[config.mk]
export PLATFORM = sky130hd
export DESIGN_NAME = key_note_on_off_hysteresis_fsm
export DESIGN_NICKNAME = d
export VERILOG_FILES = /design/src/hw/rtl/knhf_pkg.sv /design/src/hw/rtl/knhf_front.sv /design/src/hw/rtl/knhf_queue.sv /design/src/hw/rtl/knhf_back.sv /design/src/hw/rtl/key_note_on_off_hysteresis_fsm.sv
export SDC_FILE = /design/constraint.sdc
export NUM_CORES = 1
export LEC_CHECK = 0
export BUFFER_PORTS_ARGS = -buffer_cell sky130_fd_sc_hd__clkbuf_2
export CORE_MARGIN = 2
export CORE_UTILIZATION = 40
export DETAILED_ROUTE_END_ITERATION = 16
export MAX_ROUTING_LAYER = met4
export SYNTH_ARGS = -nofsm -noshare
export SYNTH_HDL_FRONTEND = slang
export SYNTH_SLANG_ARGS = --single-unit
[constraint.sdc]
create_clock -name i_clk -period 5.8 [get_ports i_clk]
set_clock_uncertainty 0.1 [all_clocks]
set_input_delay 0.58 -clock i_clk [delete_from_list [all_inputs] [get_ports i_clk]]
set_output_delay 0.58 -clock i_clk [all_outputs]
set_load 0.05 [all_outputs]
[src/hw/rtl/knhf_pkg.sv]
// ----------------------------------------------------------------------------
// Key note detector package
// Shared types and constants for the key note on/off hysteresis detector.
// ----------------------------------------------------------------------------
package knhf_pkg;

    localparam int unsigned SAMPLE_W   = 12;
    localparam int unsigned VEL_W      = 7;
    localparam int unsigned TIME_W     = 32;
    localparam int unsigned DEBOUNCE_W = 16;
    localparam int unsigned CFG_ADDR_W = 3;
    localparam int unsigned CFG_DATA_W = 16;

    localparam int unsigned QUEUE_DEPTH = 2;
    localparam int unsigned QPTR_W      = 1;
    localparam int unsigned QCNT_W      = 2;

    localparam logic [SAMPLE_W-1:0] FULL_SCALE = 12'd4095;
    localparam logic [VEL_W:0]      DEAD_MARGIN = 8'd3;

    localparam logic [CFG_ADDR_W-1:0] REG_THRESHOLD_ON  = 3'd0;
    localparam logic [CFG_ADDR_W-1:0] REG_THRESHOLD_OFF = 3'd1;
    localparam logic [CFG_ADDR_W-1:0] REG_BASELINE      = 3'd2;
    localparam logic [CFG_ADDR_W-1:0] REG_DEBOUNCE_MS   = 3'd3;
    localparam logic [CFG_ADDR_W-1:0] REG_KEY_NOTE      = 3'd4;

    localparam logic [VEL_W-1:0]      RST_THRESHOLD_ON  = 7'd100;
    localparam logic [VEL_W-1:0]      RST_THRESHOLD_OFF = 7'd20;
    localparam logic [VEL_W-1:0]      RST_BASELINE      = 7'd0;
    localparam logic [DEBOUNCE_W-1:0] RST_DEBOUNCE_MS   = 16'd50;
    localparam logic [VEL_W-1:0]      RST_KEY_NOTE      = 7'd60;

    typedef enum logic [1:0] {
        ST_IDLE = 2'd0,
        ST_ON   = 2'd1,
        ST_OFF  = 2'd2
    } t_state;

    typedef struct packed {
        logic [VEL_W-1:0]  vel;
        logic [TIME_W-1:0] now_ms;
        logic              above_on;
        logic              below_off;
        logic              dead;
    } t_item;

endpackage

[src/hw/rtl/knhf_front.sv]
// ----------------------------------------------------------------------------
// Key note detector front end
// Scales a sample to a velocity and classifies it against the thresholds.
// ----------------------------------------------------------------------------
module knhf_front
    import knhf_pkg::*;
(
    input  logic [SAMPLE_W-1:0] i_adc_sample,
    input  logic [TIME_W-1:0]   i_now_ms,
    input  logic [VEL_W-1:0]    i_threshold_on,
    input  logic [VEL_W-1:0]    i_threshold_off,
    input  logic [VEL_W-1:0]    i_baseline,
    output t_item               o_item
);

    logic [SAMPLE_W+VEL_W-1:0] w_product;
    logic [VEL_W-1:0]          w_quot;
    logic [SAMPLE_W:0]         w_rem;
    logic [VEL_W-1:0]          w_vel;

    // Division by 4095 uses 4096 = 4095 + 1: the remainder estimate stays
    // below twice the divisor, so one correction step is enough.
    assign w_product = ({i_adc_sample, 7'd0}) - {7'd0, i_adc_sample};
    assign w_quot    = w_product[SAMPLE_W+VEL_W-1:SAMPLE_W];
    assign w_rem     = {1'b0, w_product[SAMPLE_W-1:0]} + {6'd0, w_quot};
    assign w_vel     = (w_rem >= {1'b0, FULL_SCALE}) ? w_quot + 7'd1 : w_quot;

    always_comb begin
        o_item.vel       = w_vel;
        o_item.now_ms    = i_now_ms;
        o_item.above_on  = w_vel > i_threshold_on;
        o_item.below_off = w_vel < i_threshold_off;
        o_item.dead      = ({1'b0, w_vel} + DEAD_MARGIN) < {1'b0, i_baseline};
    end

endmodule

[src/hw/rtl/knhf_queue.sv]
// ----------------------------------------------------------------------------
// Key note detector queue
// Two-entry queue between the front end and the state machine.
// ----------------------------------------------------------------------------
module knhf_queue
    import knhf_pkg::*;
(
    input  logic  i_clk,
    input  logic  i_rst_n,
    input  logic  i_push,
    input  t_item i_item,
    output logic  o_full,
    input  logic  i_pop,
    output logic  o_valid,
    output t_item o_item
);

    t_item             r_mem [QUEUE_DEPTH];
    logic [QPTR_W-1:0] r_wr_ptr;
    logic [QPTR_W-1:0] r_rd_ptr;
    logic [QCNT_W-1:0] r_count;
    logic [QCNT_W-1:0] n_count;

    assign o_full  = (r_count == QCNT_W'(QUEUE_DEPTH));
    assign o_valid = (r_count != '0);
    assign o_item  = r_mem[r_rd_ptr];

    always_comb begin
        n_count = r_count;
        if (i_push && !i_pop) begin
            n_count = r_count + 2'd1;
        end else if (!i_push && i_pop) begin
            n_count = r_count - 2'd1;
        end
    end

    always_ff @(posedge i_clk) begin
        if (!i_rst_n) begin
            r_wr_ptr <= '0;
            r_rd_ptr <= '0;
            r_count  <= '0;
        end else begin
            r_count <= n_count;
            if (i_push) begin
                r_wr_ptr <= r_wr_ptr + 1'b1;
            end
            if (i_pop) begin
                r_rd_ptr <= r_rd_ptr + 1'b1;
            end
        end
    end

    always_ff @(posedge i_clk) begin
        if (i_push) begin
            r_mem[r_wr_ptr] <= i_item;
        end
    end

    a_count_range: assert property (@(posedge i_clk) disable iff (!i_rst_n)
        r_count <= QCNT_W'(QUEUE_DEPTH))
        else $error("queue count out of range");

    a_no_push_full: assert property (@(posedge i_clk) disable iff (!i_rst_n)
        o_full |-> !i_push)
        else $error("queue written while full");

    a_no_pop_empty: assert property (@(posedge i_clk) disable iff (!i_rst_n)
        !o_valid |-> !i_pop)
        else $error("queue read while empty");

endmodule

[src/hw/rtl/knhf_back.sv]
// ----------------------------------------------------------------------------
// Key note detector back end
// Runs the note state machine and holds the result in an output register.
// ----------------------------------------------------------------------------
module knhf_back
    import knhf_pkg::*;
(
    input  logic                  i_clk,
    input  logic                  i_rst_n,
    input  logic                  i_q_valid,
    input  t_item                 i_q_item,
    output logic                  o_q_pop,
    input  logic [DEBOUNCE_W-1:0] i_debounce_ms,
    input  logic [VEL_W-1:0]      i_key_note,
    output logic                  o_valid,
    input  logic                  i_ready,
    output logic                  o_midi_ready,
    output logic                  o_note_status,
    output logic [VEL_W-1:0]      o_note_velocity,
    output logic [VEL_W-1:0]      o_note_number
);

    t_state            r_state;
    t_state            n_state;
    logic              r_sounding;
    logic              n_sounding;
    logic              r_ready_flag;
    logic              n_ready_flag;
    logic [VEL_W-1:0]  r_held_vel;
    logic [VEL_W-1:0]  n_held_vel;
    logic              r_held_status;
    logic              n_held_status;
    logic [TIME_W-1:0] r_on_time;
    logic [TIME_W-1:0] n_on_time;
    logic              r_out_valid;
    logic              r_out_ready;
    logic              r_out_status;
    logic [VEL_W-1:0]  r_out_vel;
    logic [VEL_W-1:0]  r_out_note;
    logic [TIME_W-1:0] w_elapsed;
    logic              w_timed_out;
    logic              w_advance;

    assign w_advance   = i_q_valid && (!r_out_valid || i_ready);
    assign o_q_pop     = w_advance;
    assign w_elapsed   = i_q_item.now_ms - r_on_time;
    assign w_timed_out = w_elapsed > {16'd0, i_debounce_ms};

    always_comb begin
        n_state       = r_state;
        n_sounding    = r_sounding;
        n_ready_flag  = r_ready_flag;
        n_held_vel    = r_held_vel;
        n_held_status = r_held_status;
        n_on_time     = r_on_time;
        unique case (r_state)
            ST_IDLE: begin
                if (i_q_item.above_on && !r_sounding && !r_ready_flag) begin
                    n_held_vel    = i_q_item.vel;
                    n_held_status = 1'b1;
                    n_sounding    = 1'b1;
                    n_ready_flag  = 1'b1;
                    n_on_time     = i_q_item.now_ms;
                    n_state       = ST_ON;
                end else begin
                    n_ready_flag = 1'b0;
                end
            end
            ST_ON: begin
                if (r_sounding && !r_ready_flag &&
                    (i_q_item.below_off || (i_q_item.dead && w_timed_out))) begin
                    n_held_vel    = '0;
                    n_held_status = 1'b0;
                    n_sounding    = 1'b0;
                    n_ready_flag  = 1'b1;
                    n_state       = ST_OFF;
                end else begin
                    n_ready_flag = 1'b0;
                end
            end
            default: begin
                n_ready_flag = 1'b0;
                n_state      = ST_IDLE;
            end
        endcase
    end

    always_ff @(posedge i_clk) begin
        if (!i_rst_n) begin
            r_state       <= ST_IDLE;
            r_sounding    <= 1'b0;
            r_ready_flag  <= 1'b0;
            r_held_vel    <= '0;
            r_held_status <= 1'b0;
            r_on_time     <= '0;
            r_out_valid   <= 1'b0;
        end else begin
            if (w_advance) begin
                r_state       <= n_state;
                r_sounding    <= n_sounding;
                r_ready_flag  <= n_ready_flag;
                r_held_vel    <= n_held_vel;
                r_held_status <= n_held_status;
                r_on_time     <= n_on_time;
                r_out_valid   <= 1'b1;
            end else if (i_ready) begin
                r_out_valid <= 1'b0;
            end
        end
    end

    always_ff @(posedge i_clk) begin
        if (w_advance) begin
            r_out_ready  <= n_ready_flag;
            r_out_status <= n_held_status;
            r_out_vel    <= n_held_vel;
            r_out_note   <= i_key_note;
        end
    end

    assign o_valid         = r_out_valid;
    assign o_midi_ready    = r_out_ready;
    assign o_note_status   = r_out_status;
    assign o_note_velocity = r_out_vel;
    assign o_note_number   = r_out_note;

    a_sounding_state: assert property (@(posedge i_clk) disable iff (!i_rst_n)
        r_sounding == (r_state == ST_ON))
        else $error("sounding flag disagrees with state");

    a_status_sounding: assert property (@(posedge i_clk) disable iff (!i_rst_n)
        r_held_status == r_sounding)
        else $error("held status disagrees with sounding flag");

    a_off_velocity: assert property (@(posedge i_clk) disable iff (!i_rst_n)
        !r_sounding |-> (r_held_vel == '0))
        else $error("velocity held while no note sounds");

    a_idle_not_ready: assert property (@(posedge i_clk) disable iff (!i_rst_n)
        (r_state == ST_IDLE) |-> !r_ready_flag)
        else $error("ready flag set in idle");

endmodule

[src/hw/rtl/key_note_on_off_hysteresis_fsm.sv]
// A sample passes through the queue and the output register to the result.
// One sample per cycle if not stalled; back end takes one queue entry a cycle.
// A stalled output fills the two-entry queue, after which input ready drops.
// Reset is synchronous and active low; it clears the state machine, the queue
// and the output valid flag, and loads the register defaults.
// ----------------------------------------------------------------------------
// Key note on/off hysteresis detector
// Turns key sensor samples into note on and note off events with hysteresis.
// ----------------------------------------------------------------------------
module key_note_on_off_hysteresis_fsm
    import knhf_pkg::*;
(
    input  logic                  i_clk,
    input  logic                  i_rst_n,
    input  logic                  i_valid,
    output logic                  o_ready,
    input  logic [SAMPLE_W-1:0]   i_adc_sample,
    input  logic [TIME_W-1:0]     i_now_ms,
    output logic                  o_valid,
    input  logic                  i_ready,
    output logic                  o_midi_ready,
    output logic                  o_note_status,
    output logic [VEL_W-1:0]      o_note_velocity,
    output logic [VEL_W-1:0]      o_note_number,
    input  logic                  i_cfg_we,
    input  logic [CFG_ADDR_W-1:0] i_cfg_addr,
    input  logic [CFG_DATA_W-1:0] i_cfg_data
);

    logic [VEL_W-1:0]      r_threshold_on;
    logic [VEL_W-1:0]      r_threshold_off;
    logic [VEL_W-1:0]      r_baseline;
    logic [DEBOUNCE_W-1:0] r_debounce_ms;
    logic [VEL_W-1:0]      r_key_note;
    t_item                 w_front_item;
    t_item                 w_q_item;
    logic                  w_q_full;
    logic                  w_q_valid;
    logic                  w_q_pop;
    logic                  w_push;

    always_ff @(posedge i_clk) begin
        if (!i_rst_n) begin
            r_threshold_on  <= RST_THRESHOLD_ON;
            r_threshold_off <= RST_THRESHOLD_OFF;
            r_baseline      <= RST_BASELINE;
            r_debounce_ms   <= RST_DEBOUNCE_MS;
            r_key_note      <= RST_KEY_NOTE;
        end else if (i_cfg_we) begin
            unique case (i_cfg_addr)
                REG_THRESHOLD_ON:  r_threshold_on  <= i_cfg_data[VEL_W-1:0];
                REG_THRESHOLD_OFF: r_threshold_off <= i_cfg_data[VEL_W-1:0];
                REG_BASELINE:      r_baseline      <= i_cfg_data[VEL_W-1:0];
                REG_DEBOUNCE_MS:   r_debounce_ms   <= i_cfg_data[DEBOUNCE_W-1:0];
                REG_KEY_NOTE:      r_key_note      <= i_cfg_data[VEL_W-1:0];
                default: begin
                end
            endcase
        end
    end

    assign o_ready = !w_q_full;
    assign w_push  = i_valid && !w_q_full;

    knhf_front u_front (
        .i_adc_sample    (i_adc_sample),
        .i_now_ms        (i_now_ms),
        .i_threshold_on  (r_threshold_on),
        .i_threshold_off (r_threshold_off),
        .i_baseline      (r_baseline),
        .o_item          (w_front_item)
    );

    knhf_queue u_queue (
        .i_clk   (i_clk),
        .i_rst_n (i_rst_n),
        .i_push  (w_push),
        .i_item  (w_front_item),
        .o_full  (w_q_full),
        .i_pop   (w_q_pop),
        .o_valid (w_q_valid),
        .o_item  (w_q_item)
    );

    knhf_back u_back (
        .i_clk           (i_clk),
        .i_rst_n         (i_rst_n),
        .i_q_valid       (w_q_valid),
        .i_q_item        (w_q_item),
        .o_q_pop         (w_q_pop),
        .i_debounce_ms   (r_debounce_ms),
        .i_key_note      (r_key_note),
        .o_valid         (o_valid),
        .i_ready         (i_ready),
        .o_midi_ready    (o_midi_ready),
        .o_note_status   (o_note_status),
        .o_note_velocity (o_note_velocity),
        .o_note_number   (o_note_number)
    );

endmodule
# Word level (Yosys, flattened, before mapping)

Memory sizes are Yosys's and may differ from the RTL's. A register that Yosys moved wholly into a read port is not among the register bits.
Index checks and enable logic that the tools add are counted.
Widths: inputs -> output; s select.

Memories kept: 1
Register bits after elaboration: 109
Word-level logic and storage cells: 97
Input port bits: 68
RAM bits: 84

$add $sub $neg: 9
Muxes and demuxes: 24
Reduce and logical (&&, ||, !) cells: 31
Order comparisons: 5
Eq/ne operators: 8

Memory list:

| memory        | words | width | rd ports | clocked after memory_dff | wr ports | line             | text |
|---|---|---|---|---|---|---|---|
| u_queue.r_mem | 2     | 42    | 1        | 1                        | 1        | knhf_queue.sv:18 | `t_item r_mem [QUEUE_DEPTH];` |

Operators by type and width:

| kind                 | number |
|---|---|
| $gt 32x16->1         | 1 |
| $sub 32x32->32       | 1 |
| $mux 7               | 3 |
| $sub 19x12->19       | 1 |
| $pmux 7 s2           | 1 |
| $add 12x7->13        | 1 |
| $ge 13x12->1 const B | 1 |
| $mux 1               | 12 |
| $reduce_and 2->1     | 5 |
| $logic_and 1x1->1    | 9 |
| $add 7x2->8 const B  | 1 |
| $lt 8x7->1           | 1 |
| $mux 2               | 4 |
| $reduce_bool 2->1    | 4 |
| $add 7x1->7 const B  | 1 |
| $gt 7x7->1           | 1 |
| $lt 7x7->1           | 1 |
| $eq 3x2->1 const B   | 2 |
| $logic_not 1->1      | 6 |
| $pmux 1 s2           | 3 |
| $reduce_and 3->1     | 2 |
| $ne 2x1->1 const B   | 2 |
| $pmux 2 s2           | 1 |
| $reduce_and 4->1     | 1 |
| other kinds (10)     | 12 |

# Logic depth before layout (Yosys ltp)

Depth after elaboration: 7
Mapped depth: 31
Gate-level depth less buffers: 30

# Modules after synthesis

From an unflattened synthesis, not the netlist that was laid out.

Cell total of the unflattened synthesis: 1,257
Area total of the unflattened synthesis: 12,124.1 sq um

Modules (own cells, without submodules):

| module                         | times used | area each (sq um) | seq. area each (sq um) | cells an instance |
|---|---|---|---|---|
| knhf_back                      | 1          | 4,929.7           | 1,381.3                | 644 |
| knhf_queue                     | 1          | 3,251.9           | 2,622.5                | 153 |
| knhf_front                     | 1          | 2,187.1           | 0.0                    | 285 |
| key_note_on_off_hysteresis_fsm | 1          | 1,755.4           | 880.8                  | 175 |

# Worst setup path after synthesis

Ideal clock, no wire load.

Path type: register -> register
Start point: register with a tool-made name
End point: register u_back.r_out_ready (netlist: u_back.o_midi_ready), data pin
Slack: -586 ps
Stages on the path, launching flop included: 28
Setup time: 268 ps
Required time: 5,432 ps
Clock period less this slack: 6,386 ps
Arrival time: 6,018 ps
Path buffers: 4
Cells stage by stage: dfxtp_1 -> clkbuf_1 -> buf_1 -> clkbuf_1 -> mux2i_1 -> ha_1 -> inv_1 -> fa_1 -> a21o_1 -> a21oi_1 -> o21ai_0 -> a31o_2 -> nand3_1 -> and2_1 -> xnor2_1 -> ha_1 -> a21o_1 -> a21o_1 -> a21o_1 -> a211o_1 -> o211ai_1 -> a21oi_1 -> a2111oi_0 -> nand3_1 -> or4_1 -> nand2_1 -> clkbuf_1 -> nand2_1

RTL lines:

| element              | line             | text |
|---|---|---|
| to (signal assigned) | knhf_back.sv:114 | `r_out_ready <= n_ready_flag;` |
| to (decl)            | knhf_back.sv:36  | `logic r_out_ready;` |

==> impl_metrics.tcl <==
set metrics [dict create \
    critPathKind "input port to flip-flop" \
    finalCritPeriodShare_pct 102 \
    cts.htree.levels 4 \
    cp_common_cell "or4_4" \
    setup_slack_ps -117 \
    instances_no_fill 1718 \
    n_antenna_cell 0 \
    ios 86 \
    hold_viol 0 \
    cp_top_family "simple AND/OR/NAND/NOR gates" \
    vias 8967 \
    via_per_inst 5.22 \
    synth.distinct_cells 69 \
    post-route-cell-area_mm2 0.0139 \
    post-synth-top-count-cell "nand2_1" \
    async_reset_ff_share_pct 0 \
    antenna_found_initial 0 \
    cpPeakStageDelay_ps 570 \
    grt-ovfl-total 0 \
    routabilityCongestion 0.880 \
    yosysSeqAreaShare_pct 43.5 \
    synth_edf_count 100 \
    area_delta_synth_final_pct 24.1 \
    cts_root_buf "clkbuf_16" \
    syn-num-nets 1300 \
    grt_pass1_wl_um 43400 \
    wirelength_um 27300 \
    drt_iter0_drc 480 \
    hold_slack_ps 215 \
    dieArea_mm2 0.0294 \
    yosys-top-cells-count "nand2_1, edfxtp_1, dfxtp_1, inv_1, ha_1" \
    numCtsBuffers 17 \
    synth_largest_area_cell "edfxtp_1" \
    dieWidth_um 171 \
    cts.clk_slew.worst_paths_ps 80 \
    grt_start_max_net_pins 112 \
    post_dp_cell_area_mm2 0.0128 \
    p_leak_nw 5.91 \
    violations "negative setup slack" \
    io_buffers 85 \
    min_period_ps 5920 \
    synth_top_area_share_pct 26.8 \
    crit_slowest_cell "or4_4" \
    core_mm2 0.0277 \
    clockBufferDepth 2 \
    syn_area_per_cell_um2 9.75 \
    netlist_area_mm2 0.0112 \
    holdCritPathClass "input port to flip-flop" \
    synth_flop_cell "edfxtp_1" \
    crit_fanout 4 \
    cp_num_buf_inv 2 \
    drc 0 \
    p_per_area_mw_per_mm2 446 \
    first_pass_iters 5 \
    setup_violations 2 \
    max_cap_violations 0 \
    grt_setup_unrepaired "true" \
    finalMaxSlewViolations 0 \
    syn_inst 1151 \
    clock_sinks 194 \
    ant_nets 0 \
    dp_hpwl_um 18900 \
    cts_tree "done" \
    layout-drive-gt1-share_pct 27.2 \
    fmax_mhz 169 \
    status "finished, violations left" \
    start_kind "input port" \
    clk_latency_ps 450 \
    yosys-top-cells-area "edfxtp_1, dfxtp_1, ha_1, nand2_1, inv_1" \
    worst_ir_drop_vdd_mv 0.248 \
    maxSlewHeadroom_pct 22.8 \
    fp.dieH_um 171 \
    grt_pass1_vias 8638 \
    nNetsFinal 1476 \
    synth_warnings 0 \
    routedWlPerCell_um 15.9 \
    nFillCells 2587 \
    dp_cells 1651 \
    worst_pin_slew_ps 1160 \
    arrival_ps 6010 \
    cp-end-kind "flip-flop" \
    rows 61 \
    required_ps 5900 \
    grtUsageTotal_pct 19.3 \
    ys_seq_elements 194 \
    initial_core_util_pct 40.5 \
]
## placed cells by master, fill, tap and decap left out, types with 17 or more instances in the layout
master	n
dfxtp_1	93
buf_4	122
ha_1	70
o21ai_0	29
inv_1	90
o211a_1	32
nor2_1	52
xor2_1	17
a21boi_0	28
nand3_1	36
nand2_1	115
edfxtp_1	100
a21oi_1	58
nor2b_1	19
clkbuf_16	18
a21o_1	30
nand4_1	18
or3_1	36
xnor2_1	22
mux2_2	31
clkbuf_2	82
## timing repair
item                       4_1_cts  5_1_grt
hold buffers                     0        0
setup endpoints to repair        6       27
gates resized for setup         28       30
pin swaps                       22       20
buffers inserted                36        2
## state kept, by name (all words and copies together) (netlist names), named ones only
register,count
u_queue.r_wr_ptr,1
u_back.r_ready_flag,1
r_debounce_ms,16
u_back.o_note_velocity,7
u_queue.r_count,2
u_back.o_midi_ready,1
r_threshold_off,7
u_back.o_note_status,1
u_queue.r_mem,84
r_key_note,7
u_back.r_sounding,1
u_back.r_held_vel,7
u_back.r_state,2
u_queue.r_rd_ptr,1
u_back.o_valid,1
r_baseline,7
u_back.r_held_status,1
r_threshold_on,7
u_back.r_on_time,32
u_back.o_note_number,7
## routing by layer
| metal | track usage [%] | vias to the layer above | share of wire, % |
|---|---|---|---|
| met3 | 2.90 | 47 | 3.7 |
| met5 | - | - | 0 |
| li1 | - | 4515 | - |
| met2 | 30.4 | 169 | 46 |
| met1 | 25.1 | 4236 | 48 |
| met4 | 7.52 | 0 | 2.3 |
## worst paths after layout
path	from	to	slack [ps]	cells after the start
worst max-delay path	i_adc_sample[1]	u_queue.r_mem[1][0]	-120	26
worst min-delay path	i_now_ms[4]	u_queue.r_mem[0][7]	210	1
worst max register to register	flip-flop	u_back.o_midi_ready	320	23
worst min register to register	r_key_note[6]	u_back.o_note_number[6]	330	0
## power breakdown
part / internal [mW] / switching (mW)
Clock: 0.604 / 0.558
Sequential: 1.75 / 0.110
Combinational: 1.33 / 1.86
## area by class of cell
cell class / instances / area (um^2) / share of cell area [%]
clock inverters: 15 / 144 / 1.03
clock buffers: 17 / 425 / 3.06
inverters: 94 / 359 / 2.58
flip-flops and latches: 194 / 4890 / 35.1
well taps: 378 / 473 / 3.40
repair buffers: 209 / 1410 / 10.1
multi-input cells: 811 / 6230 / 44.7
## per-stage QoR
step | total power [mW] | utilization [%] | setup TNS (ps) | setup slack [ps]
after floorplan | 4.14 | - | -902 | -347
after global placement | 4.89 | 46.3 | -3380 | -649
after detailed placement | 4.93 | 46.3 | -4320 | -775
after CTS | 6.18 | 49.8 | -211 | -108
after global routing | 6.68 | 50.3 | -1510 | -386
final | 6.21 | 50.3 | -234 | -117
## kinds of logic after synthesis
| logic type | count (synthesis) | synth area share [%] |
|---|---|---|
| buffers and inverters | 146 | 4.95 |
| xor gates and xnor gates | 52 | 4.37 |
| DFF | 194 | 43.5 |
| AOI/OAI and AO/OA | 273 | 17.3 |
| and+or+nand+nor | 354 | 15.8 |
| muxes | 50 | 4.82 |
| adders and majority gates | 82 | 9.26 |
No activity file was read; power rests on OpenSTA's default activity.
